===== config.mk =====
export PLATFORM = sky130hd
export DESIGN_NAME = small_array_list_engine
export DESIGN_NICKNAME = d
export VERILOG_FILES = /design/src/design/sal_pkg.sv /design/src/design/sal_ram.sv /design/src/design/sal_div.sv /design/src/design/small_array_list_engine.sv
export SDC_FILE = /design/constraint.sdc
export NUM_CORES = 2
export LEC_CHECK = 0
export BUFFER_PORTS_ARGS = -buffer_cell sky130_fd_sc_hd__buf_2
export CORE_MARGIN = 4
export CORE_UTILIZATION = 40
export CTS_CLUSTER_SIZE = 25
export DETAILED_ROUTE_END_ITERATION = 12
export SLEW_MARGIN = 0
export SYNTH_ARGS = -nofsm -noshare
export SYNTH_HDL_FRONTEND = slang
export SYNTH_SLANG_ARGS = --single-unit

===== constraint.sdc =====
create_clock -name clock -period 19.9 [get_ports clock]
set_clock_uncertainty 0.15 [all_clocks]
set_input_delay 1.99 -clock clock [delete_from_list [all_inputs] [get_ports clock]]
set_output_delay 1.99 -clock clock [all_outputs]
set_load 0.01 [all_outputs]

===== src/design/sal_pkg.sv =====
`timescale 1ns / 1ps
`default_nettype none
// ----------------------------------------------------------------------------
// sal_pkg
// Command and status codes, fixed field widths and the result word layout
// shared by the list engine modules.
// ----------------------------------------------------------------------------
package sal_pkg;

   localparam logic [3:0] CMD_CLEAR   = 4'd0;
   localparam logic [3:0] CMD_APPEND  = 4'd1;
   localparam logic [3:0] CMD_READ    = 4'd2;
   localparam logic [3:0] CMD_PERFECT = 4'd3;
   localparam logic [3:0] CMD_SECOND  = 4'd4;
   localparam logic [3:0] CMD_INSERT  = 4'd5;
   localparam logic [3:0] CMD_DELETE  = 4'd6;
   localparam logic [3:0] CMD_SORT    = 4'd7;
   localparam logic [3:0] CMD_SEARCH  = 4'd8;

   localparam logic [2:0] ST_OK       = 3'd0;
   localparam logic [2:0] ST_NOTFOUND = 3'd1;
   localparam logic [2:0] ST_BADPOS   = 3'd2;
   localparam logic [2:0] ST_UNDER2   = 3'd3;
   localparam logic [2:0] ST_NOSECOND = 3'd4;
   localparam logic [2:0] ST_FULL     = 3'd5;

   localparam logic signed [31:0] NONE_MARK = 32'sh7FFF_FFFF;

   // Trial division: positive 31-bit dividend, trial divisor up to sqrt(2^31).
   localparam int DVD_W = 31;
   localparam int DVS_W = 16;
   localparam int SUM_W = 40;

   typedef struct packed {
      logic [2:0]         status;
      logic [6:0]         count;
      logic [5:0]         index;
      logic signed [31:0] data;
   } rsp_word_type;

endpackage
`default_nettype wire


===== src/design/sal_ram.sv =====
`timescale 1ns / 1ps
`default_nettype none
// ----------------------------------------------------------------------------
// sal_ram
// Generic single-write, single-read RAM with a registered read port.
// ----------------------------------------------------------------------------
module sal_ram #(
   parameter int WIDTH = 32,
   parameter int DEPTH = 64
) (
   input  wire                     clock,
   input  wire                     we,
   input  wire [$clog2(DEPTH)-1:0] waddr,
   input  wire [WIDTH-1:0]         wdata,
   input  wire [$clog2(DEPTH)-1:0] raddr,
   output logic [WIDTH-1:0]        rdata
);

   logic [WIDTH-1:0] mem [DEPTH];

   always_ff @(posedge clock) begin
      if (we) begin
         mem[waddr] <= wdata;
      end
      rdata <= mem[raddr];
   end

endmodule
`default_nettype wire


===== src/design/sal_div.sv =====
`timescale 1ns / 1ps
`default_nettype none
// ----------------------------------------------------------------------------
// sal_div
// Restoring divider, one quotient bit per cycle, used for the trial
// divisions of the perfect number test.
// ----------------------------------------------------------------------------
module sal_div (
   input  wire                        clock,
   input  wire                        reset,
   input  wire                        start,
   input  wire [sal_pkg::DVD_W-1:0]   dividend,
   input  wire [sal_pkg::DVS_W-1:0]   divisor,
   output logic                       done,
   output logic [sal_pkg::DVD_W-1:0]  quot,
   output logic [sal_pkg::DVS_W-1:0]  rem
);

   localparam int DVD_W = sal_pkg::DVD_W;
   localparam int DVS_W = sal_pkg::DVS_W;
   localparam int CW    = $clog2(DVD_W);

   logic             busy_ff, busy_in;
   logic             done_ff, done_in;
   logic [CW-1:0]    cnt_ff, cnt_in;
   logic [DVD_W-1:0] quot_ff, quot_in;
   logic [DVS_W-1:0] rem_ff, rem_in;
   logic [DVS_W-1:0] dvs_ff, dvs_in;
   logic [DVS_W:0]   shifted;
   logic [DVS_W+1:0] diff;

   always_comb begin
      busy_in = busy_ff;
      done_in = 1'b0;
      cnt_in  = cnt_ff;
      quot_in = quot_ff;
      rem_in  = rem_ff;
      dvs_in  = dvs_ff;
      shifted = {rem_ff, quot_ff[DVD_W-1]};
      diff    = {1'b0, shifted} - {2'b00, dvs_ff};
      if (start) begin
         busy_in = 1'b1;
         cnt_in  = '0;
         quot_in = dividend;
         rem_in  = '0;
         dvs_in  = divisor;
      end else if (busy_ff) begin
         if (!diff[DVS_W+1]) begin
            rem_in  = diff[DVS_W-1:0];
            quot_in = {quot_ff[DVD_W-2:0], 1'b1};
         end else begin
            rem_in  = shifted[DVS_W-1:0];
            quot_in = {quot_ff[DVD_W-2:0], 1'b0};
         end
         cnt_in = cnt_ff + 1'b1;
         if (cnt_ff == CW'(DVD_W - 1)) begin
            busy_in = 1'b0;
            done_in = 1'b1;
         end
      end
   end

   always_ff @(posedge clock) begin
      if (reset) begin
         busy_ff <= 1'b0;
         done_ff <= 1'b0;
         cnt_ff  <= '0;
      end else begin
         busy_ff <= busy_in;
         done_ff <= done_in;
         cnt_ff  <= cnt_in;
      end
      quot_ff <= quot_in;
      rem_ff  <= rem_in;
      dvs_ff  <= dvs_in;
   end

   assign done = done_ff;
   assign quot = quot_ff;
   assign rem  = rem_ff;

endmodule
`default_nettype wire


===== src/design/small_array_list_engine.sv =====
`timescale 1ns / 1ps
`default_nettype none
// ----------------------------------------------------------------------------
// small_array_list_engine
// List of up to DEPTH signed 32-bit values driven by one command word at a
// time, run by a sequencer over one element RAM and one divider.
// ----------------------------------------------------------------------------
// Clear, append and error cases go straight to the output state; read out reads, uses
// and outputs each element in turn; search and second smallest read each element in
// turn; insert and delete move one element at a time; sort runs before its read out.
// Perfect count: per element above 1, one divider run per trial divisor, up to about
// sqrt(value) divisors.
// One command at a time (req_tready only while idle); reset clears the length.
module small_array_list_engine #(
   parameter int DEPTH = 64
) (
   input  wire         clock,
   input  wire         reset,
   input  wire         req_tvalid,
   output logic        req_tready,
   input  wire  [39:0] req_tdata,   // value[31:0], position[37:32], zero pad
   input  wire  [3:0]  req_tuser,   // cmd[3:0]
   output logic        rsp_tvalid,
   input  wire         rsp_tready,
   output logic [47:0] rsp_tdata,   // data[31:0], index[37:32], count[44:38],
                                    // status[47:45]
   output logic        rsp_tlast
);

   localparam int LW = $clog2(DEPTH + 1);
   localparam int AW = $clog2(DEPTH);
   localparam int DVD_W = sal_pkg::DVD_W;
   localparam int DVS_W = sal_pkg::DVS_W;
   localparam int SUM_W = sal_pkg::SUM_W;

   localparam logic [4:0] S_IDLE  = 5'd0;
   localparam logic [4:0] S_OUT   = 5'd1;
   localparam logic [4:0] S_ORD   = 5'd2;
   localparam logic [4:0] S_OUSE  = 5'd3;
   localparam logic [4:0] S_PRD   = 5'd4;
   localparam logic [4:0] S_PUSE  = 5'd5;
   localparam logic [4:0] S_PDIV  = 5'd6;
   localparam logic [4:0] S_MRD   = 5'd7;
   localparam logic [4:0] S_MUSE  = 5'd8;
   localparam logic [4:0] S_IRD   = 5'd9;
   localparam logic [4:0] S_IUSE  = 5'd10;
   localparam logic [4:0] S_DRD   = 5'd11;
   localparam logic [4:0] S_DUSE  = 5'd12;
   localparam logic [4:0] S_SRDI  = 5'd13;
   localparam logic [4:0] S_SUSEI = 5'd14;
   localparam logic [4:0] S_SRDJ  = 5'd15;
   localparam logic [4:0] S_SUSEJ = 5'd16;
   localparam logic [4:0] S_SWRI  = 5'd17;
   localparam logic [4:0] S_FRD   = 5'd18;
   localparam logic [4:0] S_FUSE  = 5'd19;

   logic [4:0]             state_ff, state_in;
   logic [LW-1:0]          idx_ff, idx_in;
   logic [LW-1:0]          jdx_ff, jdx_in;
   logic [LW-1:0]          len_ff, len_in;
   logic [LW-1:0]          cnt_ff, cnt_in;
   logic signed [31:0]     key_ff, key_in;
   logic signed [31:0]     cur_ff, cur_in;
   logic signed [31:0]     lo_ff, lo_in;
   logic signed [31:0]     sec_ff, sec_in;
   logic [DVD_W-1:0]       n_ff, n_in;
   logic [DVS_W-1:0]       dj_ff, dj_in;
   logic [SUM_W-1:0]       sum_ff, sum_in;
   logic                   div_start_ff, div_start_in;
   sal_pkg::rsp_word_type  pend_ff, pend_in;
   logic                   pend_last_ff, pend_last_in;
   logic                   rsp_valid_ff, rsp_valid_in;
   sal_pkg::rsp_word_type  rsp_word_ff, rsp_word_in;
   logic                   rsp_last_ff, rsp_last_in;

   logic                   ram_we;
   logic [AW-1:0]          ram_waddr, ram_raddr;
   logic [31:0]            ram_wdata, ram_rdata;
   logic signed [31:0]     elem;
   logic                   div_done;
   logic [DVD_W-1:0]       div_quot;
   logic [DVS_W-1:0]       div_rem;

   logic [3:0]             in_cmd;
   logic signed [31:0]     in_value;
   logic [5:0]             in_pos;
   logic                   out_free;
   logic                   at_end;
   logic [LW-1:0]          cnt_next;
   logic signed [31:0]     lo_c, sec_c;

   assign in_cmd   = req_tuser;
   assign in_value = $signed(req_tdata[31:0]);
   assign in_pos   = req_tdata[37:32];
   assign elem     = $signed(ram_rdata);
   assign out_free = !rsp_valid_ff || rsp_tready;
   assign at_end   = (idx_ff + 1'b1) == len_ff;

   sal_ram #(.WIDTH(32), .DEPTH(DEPTH)) u_store (
      .clock (clock),
      .we    (ram_we),
      .waddr (ram_waddr),
      .wdata (ram_wdata),
      .raddr (ram_raddr),
      .rdata (ram_rdata)
   );

   sal_div u_div (
      .clock    (clock),
      .reset    (reset),
      .start    (div_start_ff),
      .dividend (n_ff),
      .divisor  (dj_ff),
      .done     (div_done),
      .quot     (div_quot),
      .rem      (div_rem)
   );

   always_comb begin
      state_in     = state_ff;
      idx_in       = idx_ff;
      jdx_in       = jdx_ff;
      len_in       = len_ff;
      cnt_in       = cnt_ff;
      key_in       = key_ff;
      cur_in       = cur_ff;
      lo_in        = lo_ff;
      sec_in       = sec_ff;
      n_in         = n_ff;
      dj_in        = dj_ff;
      sum_in       = sum_ff;
      div_start_in = 1'b0;
      pend_in      = pend_ff;
      pend_last_in = pend_last_ff;
      rsp_valid_in = rsp_valid_ff && !rsp_tready;
      rsp_word_in  = rsp_word_ff;
      rsp_last_in  = rsp_last_ff;
      ram_we       = 1'b0;
      ram_waddr    = idx_ff[AW-1:0];
      ram_wdata    = ram_rdata;
      ram_raddr    = idx_ff[AW-1:0];
      cnt_next     = cnt_ff;
      lo_c         = lo_ff;
      sec_c        = sec_ff;

      unique case (state_ff)
         S_IDLE: begin
            if (req_tvalid) begin
               pend_in.data   = '0;
               pend_in.index  = '0;
               pend_in.count  = 7'(len_ff);
               pend_in.status = sal_pkg::ST_OK;
               pend_last_in   = 1'b1;
               idx_in         = '0;
               unique case (in_cmd)
                  sal_pkg::CMD_CLEAR: begin
                     len_in        = '0;
                     pend_in.count = '0;
                     state_in      = S_OUT;
                  end
                  sal_pkg::CMD_APPEND: begin
                     if (len_ff >= LW'(DEPTH)) begin
                        pend_in.status = sal_pkg::ST_FULL;
                     end else begin
                        ram_we        = 1'b1;
                        ram_waddr     = len_ff[AW-1:0];
                        ram_wdata     = in_value;
                        len_in        = len_ff + 1'b1;
                        pend_in.count = 7'(len_ff + 1'b1);
                     end
                     state_in = S_OUT;
                  end
                  sal_pkg::CMD_READ: begin
                     state_in = (len_ff == '0) ? S_OUT : S_ORD;
                  end
                  sal_pkg::CMD_PERFECT: begin
                     cnt_in        = '0;
                     pend_in.count = '0;
                     state_in      = (len_ff == '0) ? S_OUT : S_PRD;
                  end
                  sal_pkg::CMD_SECOND: begin
                     if (len_ff < LW'(2)) begin
                        pend_in.status = sal_pkg::ST_UNDER2;
                        state_in       = S_OUT;
                     end else begin
                        state_in = S_MRD;
                     end
                  end
                  sal_pkg::CMD_INSERT: begin
                     if (len_ff >= LW'(DEPTH)) begin
                        pend_in.status = sal_pkg::ST_FULL;
                        state_in       = S_OUT;
                     end else begin
                        idx_in   = len_ff;
                        key_in   = in_value;
                        state_in = S_IRD;
                     end
                  end
                  sal_pkg::CMD_DELETE: begin
                     if (int'(in_pos) >= int'(len_ff)) begin
                        pend_in.status = sal_pkg::ST_BADPOS;
                        state_in       = S_OUT;
                     end else begin
                        idx_in   = LW'(in_pos);
                        state_in = S_DRD;
                     end
                  end
                  sal_pkg::CMD_SORT: begin
                     if (len_ff == '0) begin
                        state_in = S_OUT;
                     end else if (len_ff == LW'(1)) begin
                        state_in = S_ORD;
                     end else begin
                        state_in = S_SRDI;
                     end
                  end
                  sal_pkg::CMD_SEARCH: begin
                     key_in = in_value;
                     if (len_ff == '0) begin
                        pend_in.status = sal_pkg::ST_NOTFOUND;
                        state_in       = S_OUT;
                     end else begin
                        state_in = S_FRD;
                     end
                  end
                  default: begin
                     // Unknown commands are consumed without a result.
                     state_in = S_IDLE;
                  end
               endcase
            end
         end
         S_OUT: begin
            if (out_free) begin
               rsp_valid_in = 1'b1;
               rsp_word_in  = pend_ff;
               rsp_last_in  = pend_last_ff;
               if (pend_last_ff) begin
                  state_in = S_IDLE;
               end else begin
                  idx_in   = idx_ff + 1'b1;
                  state_in = S_ORD;
               end
            end
         end
         S_ORD: begin
            state_in = S_OUSE;
         end
         S_OUSE: begin
            pend_in.data   = elem;
            pend_in.index  = 6'(idx_ff);
            pend_in.count  = 7'(len_ff);
            pend_in.status = sal_pkg::ST_OK;
            pend_last_in   = at_end;
            state_in       = S_OUT;
         end
         S_PRD: begin
            state_in = S_PUSE;
         end
         S_PUSE: begin
            if (elem <= 32'sd1) begin
               if (at_end) begin
                  pend_in.count = 7'(cnt_ff);
                  state_in      = S_OUT;
               end else begin
                  idx_in   = idx_ff + 1'b1;
                  state_in = S_PRD;
               end
            end else begin
               n_in         = elem[DVD_W-1:0];
               dj_in        = DVS_W'(2);
               sum_in       = SUM_W'(1);
               div_start_in = 1'b1;
               state_in     = S_PDIV;
            end
         end
         S_PDIV: begin
            if (div_done) begin
               if (div_quot < {{(DVD_W-DVS_W){1'b0}}, dj_ff}) begin
                  // Every divisor pair is in; compare the sum with the value.
                  cnt_next = cnt_ff + ((sum_ff == {{(SUM_W-DVD_W){1'b0}}, n_ff}) ?
                                       LW'(1) : LW'(0));
                  cnt_in   = cnt_next;
                  if (at_end) begin
                     pend_in.count = 7'(cnt_next);
                     state_in      = S_OUT;
                  end else begin
                     idx_in   = idx_ff + 1'b1;
                     state_in = S_PRD;
                  end
               end else begin
                  if (div_rem == '0) begin
                     if (div_quot == {{(DVD_W-DVS_W){1'b0}}, dj_ff}) begin
                        sum_in = sum_ff + SUM_W'(dj_ff);
                     end else begin
                        sum_in = sum_ff + SUM_W'(dj_ff) + SUM_W'(div_quot);
                     end
                  end
                  dj_in        = dj_ff + 1'b1;
                  div_start_in = 1'b1;
               end
            end
         end
         S_MRD: begin
            state_in = S_MUSE;
         end
         S_MUSE: begin
            lo_c  = (idx_ff == '0) ? elem : lo_ff;
            sec_c = (idx_ff == '0) ? sal_pkg::NONE_MARK : sec_ff;
            if (elem < lo_c) begin
               sec_c = lo_c;
               lo_c  = elem;
            end else if (elem > lo_c && elem < sec_c) begin
               sec_c = elem;
            end
            lo_in  = lo_c;
            sec_in = sec_c;
            if (at_end) begin
               if (sec_c == sal_pkg::NONE_MARK) begin
                  pend_in.status = sal_pkg::ST_NOSECOND;
               end else begin
                  pend_in.data = sec_c;
               end
               state_in = S_OUT;
            end else begin
               idx_in   = idx_ff + 1'b1;
               state_in = S_MRD;
            end
         end
         S_IRD: begin
            ram_raddr = AW'(idx_ff - 1'b1);
            if (idx_ff == '0) begin
               ram_we        = 1'b1;
               ram_waddr     = '0;
               ram_wdata     = key_ff;
               len_in        = len_ff + 1'b1;
               pend_in.count = 7'(len_ff + 1'b1);
               state_in      = S_OUT;
            end else begin
               state_in = S_IUSE;
            end
         end
         S_IUSE: begin
            ram_we   = 1'b1;
            idx_in   = idx_ff - 1'b1;
            state_in = S_IRD;
         end
         S_DRD: begin
            ram_raddr = AW'(idx_ff + 1'b1);
            if ((idx_ff + 1'b1) >= len_ff) begin
               len_in        = len_ff - 1'b1;
               pend_in.count = 7'(len_ff - 1'b1);
               state_in      = S_OUT;
            end else begin
               state_in = S_DUSE;
            end
         end
         S_DUSE: begin
            ram_we   = 1'b1;
            idx_in   = idx_ff + 1'b1;
            state_in = S_DRD;
         end
         S_SRDI: begin
            state_in = S_SUSEI;
         end
         S_SUSEI: begin
            cur_in   = elem;
            jdx_in   = idx_ff + 1'b1;
            state_in = S_SRDJ;
         end
         S_SRDJ: begin
            ram_raddr = jdx_ff[AW-1:0];
            state_in  = S_SUSEJ;
         end
         S_SUSEJ: begin
            // The running head of position i swaps with any larger element.
            if (cur_ff < elem) begin
               ram_we    = 1'b1;
               ram_waddr = jdx_ff[AW-1:0];
               ram_wdata = cur_ff;
               cur_in    = elem;
            end
            if ((jdx_ff + 1'b1) < len_ff) begin
               jdx_in   = jdx_ff + 1'b1;
               state_in = S_SRDJ;
            end else begin
               state_in = S_SWRI;
            end
         end
         S_SWRI: begin
            ram_we    = 1'b1;
            ram_wdata = cur_ff;
            if ((idx_ff + LW'(2)) < len_ff) begin
               idx_in   = idx_ff + 1'b1;
               state_in = S_SRDI;
            end else begin
               idx_in   = '0;
               state_in = S_ORD;
            end
         end
         S_FRD: begin
            state_in = S_FUSE;
         end
         S_FUSE: begin
            if (elem == key_ff) begin
               pend_in.index = 6'(idx_ff);
               state_in      = S_OUT;
            end else if (at_end) begin
               pend_in.status = sal_pkg::ST_NOTFOUND;
               state_in       = S_OUT;
            end else begin
               idx_in   = idx_ff + 1'b1;
               state_in = S_FRD;
            end
         end
         default: begin
            state_in = S_IDLE;
         end
      endcase
   end

   always_ff @(posedge clock) begin
      if (reset) begin
         state_ff     <= S_IDLE;
         len_ff       <= '0;
         div_start_ff <= 1'b0;
         rsp_valid_ff <= 1'b0;
      end else begin
         state_ff     <= state_in;
         len_ff       <= len_in;
         div_start_ff <= div_start_in;
         rsp_valid_ff <= rsp_valid_in;
      end
      idx_ff       <= idx_in;
      jdx_ff       <= jdx_in;
      cnt_ff       <= cnt_in;
      key_ff       <= key_in;
      cur_ff       <= cur_in;
      lo_ff        <= lo_in;
      sec_ff       <= sec_in;
      n_ff         <= n_in;
      dj_ff        <= dj_in;
      sum_ff       <= sum_in;
      pend_ff      <= pend_in;
      pend_last_ff <= pend_last_in;
      rsp_word_ff  <= rsp_word_in;
      rsp_last_ff  <= rsp_last_in;
   end

   assign req_tready = (state_ff == S_IDLE);
   assign rsp_tvalid = rsp_valid_ff;
   assign rsp_tdata  = rsp_word_ff;
   assign rsp_tlast  = rsp_last_ff;

endmodule
`default_nettype wire


==> metrics.txt <==
detailed placer's ending HPWL 182,000 um; MaxCap Viol Count 0; # nets final 8,873; Worst R2R Start idx_ff[0]$_DFFE_PP_; endpoint class of the critical path flip-flop; commonest register cell after synthesis edfxtp_1; DRC 0; reg2reg path depth 20; Post-synth EDFFs 2,429; Syn. warnings 0; Final Hold Slack 0.251 ns; setup bufs post-CTS 0; register area 74,300 sq um; number of global-route vias before repair 69,600; area of the multi-input gates 33,800 sq um; gp weighted congestion 0.879; FMAX 121 MHz; Wirelength per Cell 25.8 um; largest area contributor in the netlist edfxtp_1; share of cells above drive strength 1 10.1%; Avg Cell Area, Syn 12.8 sq um; clk sink count 2,498; Syn Nets 8,881; level count of the clock H-tree 5; Setup CP Type flip-flop to flip-flop; Worst Max-Slew Pin Slew 1.31 ns; final setup TNS 0 ns; Area Growth Syn to Fin 12.8%; commonest non-fill, non-tap cell in the layout edfxtp_1; Iter 0 DRT Violations 8,093; first drt pass iteration count 6; async set-reset flop share out of synthesis 0%; CTS buffer count 282; TritonCTS clock tree built; grt total ovfl 0; post-synthesis cell type count 92; DR vias 73,000; VDD IR max 164 uV; Vias per Instance 5.89; outcome completed; Min-Delay Path Class flip-flop to flip-flop; Fillers 24,300; Worst Path Max Fanout 38; Tcrit/Tclk final 41.5%; post-cts sizing count 0; Worst Path Required 20.23 ns; Fin. Hold Viols 0; Placeable Area 274,000 sq um; WP data arrival 8.60 ns; Reg2Reg Setup Slack 11.63 ns; die area 284,000 sq um; minimum clock period 8.27 ns; Die Ht 533 um; Final Max Tran Viols 0; first-pass GRT wire length 465,000 um; Skew-Pair Late Insertion Delay 0.93 ns; CTS max path bufs 4; top-area cell type share of the netlist area 66.2%; Leak 40.5 nW; hold-fix buffers at CTS 0; quantity of I/O buffers inserted on ports 96; Clock transition at path regs 0.06 ns; hold depth 0; Setup violations, final 0; sequential fraction of the synthesis area 67.5%; Final ANT Viol Nets 0; Starting Density 40.2%; final wirelength 320,000 um; total power 16.3 mW; Synth Register Bits 2,498; Tot GR Track Use 21.7%; Ports 99; Critical Path Source idx_ff[0]$_DFFE_PP_; Power Density 132 nW/um^2; mapped cell area 110,000 sq um; RSZ-0062 raised after global routing no; pin count of the biggest net entering global routing 179; placed inst area 115,000 sq um; top post-synthesis cells by area edfxtp_1, a211oi_1, nand2_1, ha_1, a21oi_1; most frequent cells in the layout edfxtp_1, nand2_1, a211oi_1; row cnt 192; Hold EP rsp_tdata[18]$_DFFE_PP_; initial antenna violation count 6; Cells after Synth 8,617; Core Util, Final 45.3%; Worst slew margin 12.6%; Hold Path Origin pend_ff[18]$_DFFE_PP_; fin area 124,000 sq um; reg-to-reg endpoint pend_ff[23]$_DFFE_PP_; startpoint types flip-flop; Die X 533 um; Root Buffer clkbuf_16
==> sequential cells by signal (all words and copies together) (netlist names), 40 cells and up <==
register     flops
pend_ff         48
u_store.mem   2048
rsp_tdata       48
sum_ff          40
==> critical path: stages, from the launching register on <==
cell and delay [ns]:
edfxtp_1 0.61, inv_1 0.25, ha_1 0.30, nor3b_4 0.43
and2_2 0.32, buf_4 0.38, buf_4 0.51, mux2i_1 0.54
ha_1 0.20, nand2_1 0.07, nor4_1 0.60, o2111ai_2 0.25
o311ai_4 0.45, a211oi_4 0.16, nor2_4 0.46, buf_4 0.42
a21oi_1 0.17, o221a_2 0.36, nand4_1 0.19, nor3_2 0.12
o21bai_4 0.80
==> layer usage <==
metal | global-route usage, % | vias to the layer above | part of all wire (%)
li1 | - | 32900 | -
met1 | 30.2 | 36800 | 43
met2 | 34.8 | 2732 | 47
met3 | 3.46 | 506 | 7.2
met4 | 7.42 | 0 | 3.5
met5 | 0 | - | 0
==> where the power goes <==
part | total [mW] | switching (mW) | leakage [nW] | internal (mW)
Combinational | 4.43 | 3.40 | 13.7 | 1.03
Clock | 4.97 | 2.04 | 4.24 | 2.93
Sequential | 6.94 | 0.0615 | 22.6 | 6.88
Total | 16.3 | 5.50 | 40.5 | 10.8
==> cell families after synthesis <==
kind of cell             Yosys count  share of synthesized area [%]
buffers and inverters            742                           2.68
flip-flops                      2498                           67.5
XOR/XNOR                         183                           1.46
AO/OA/AOI/OAI                   2343                           14.4
multiplexers                      73                          0.702
AND/OR/NAND/NOR                 2562                           10.8
adder cells (fa/ha/maj)          216                           2.47
==> Yosys cell counts, drive strengths merged (9+ instances only) <==
library cell     n
nor2           308
and4             9
nand2b          39
inv            128
a31oi          276
nand3           65
mux2            34
o211ai          26
a21boi          10
a22oi           14
a211oi         771
a21oi          489
dfxtp           69
and3            31
nor3            70
nor2b           25
a221oi          39
a311oi         261
edfxtp        2429
mux2i           39
clkbuf         451
and2           529
xnor2           95
o21ai          269
nand4           51
o22ai           26
xor2            88
a211o            9
a21o            45
o21a            21
nor4            48
buf            161
ha             213
nand2         1349
==> per-stage QoR <==
step,setup WS (ns),cells
final,11.63,12400
after global routing,11.13,12400
after CTS,11.64,12400
after detailed placement,11.69,11900
after global placement,11.79,11900
after floorplan,12.86,8617
==> worst max path at each step <==
stage,end,slack (ns),depth (start not counted)
2_1_floorplan,pend_ff[0]$_DFFE_PP_,12.86,24
3_3_place_gp,pend_ff[22]$_DFFE_PP_,11.79,20
3_5_place_dp,pend_ff[22]$_DFFE_PP_,11.69,20
4_1_cts,pend_ff[18]$_DFFE_PP_,11.64,20
5_1_grt,pend_ff[30]$_DFFE_PP_,11.13,20
6_report,pend_ff[23]$_DFFE_PP_,11.63,20
==> cell type report <==
cell class	instances	share of cell area, %
flip-flops and latches	2498	59.8
multi-input cells	5377	27.3
clock buffers	346	6.03
well taps	3589	3.62
repair buffers	320	1.88
clock inverters	128	0.963
inverters	130	0.394
diodes	4	0.00806
Note: power is estimated with default switching activity, not from simulation.
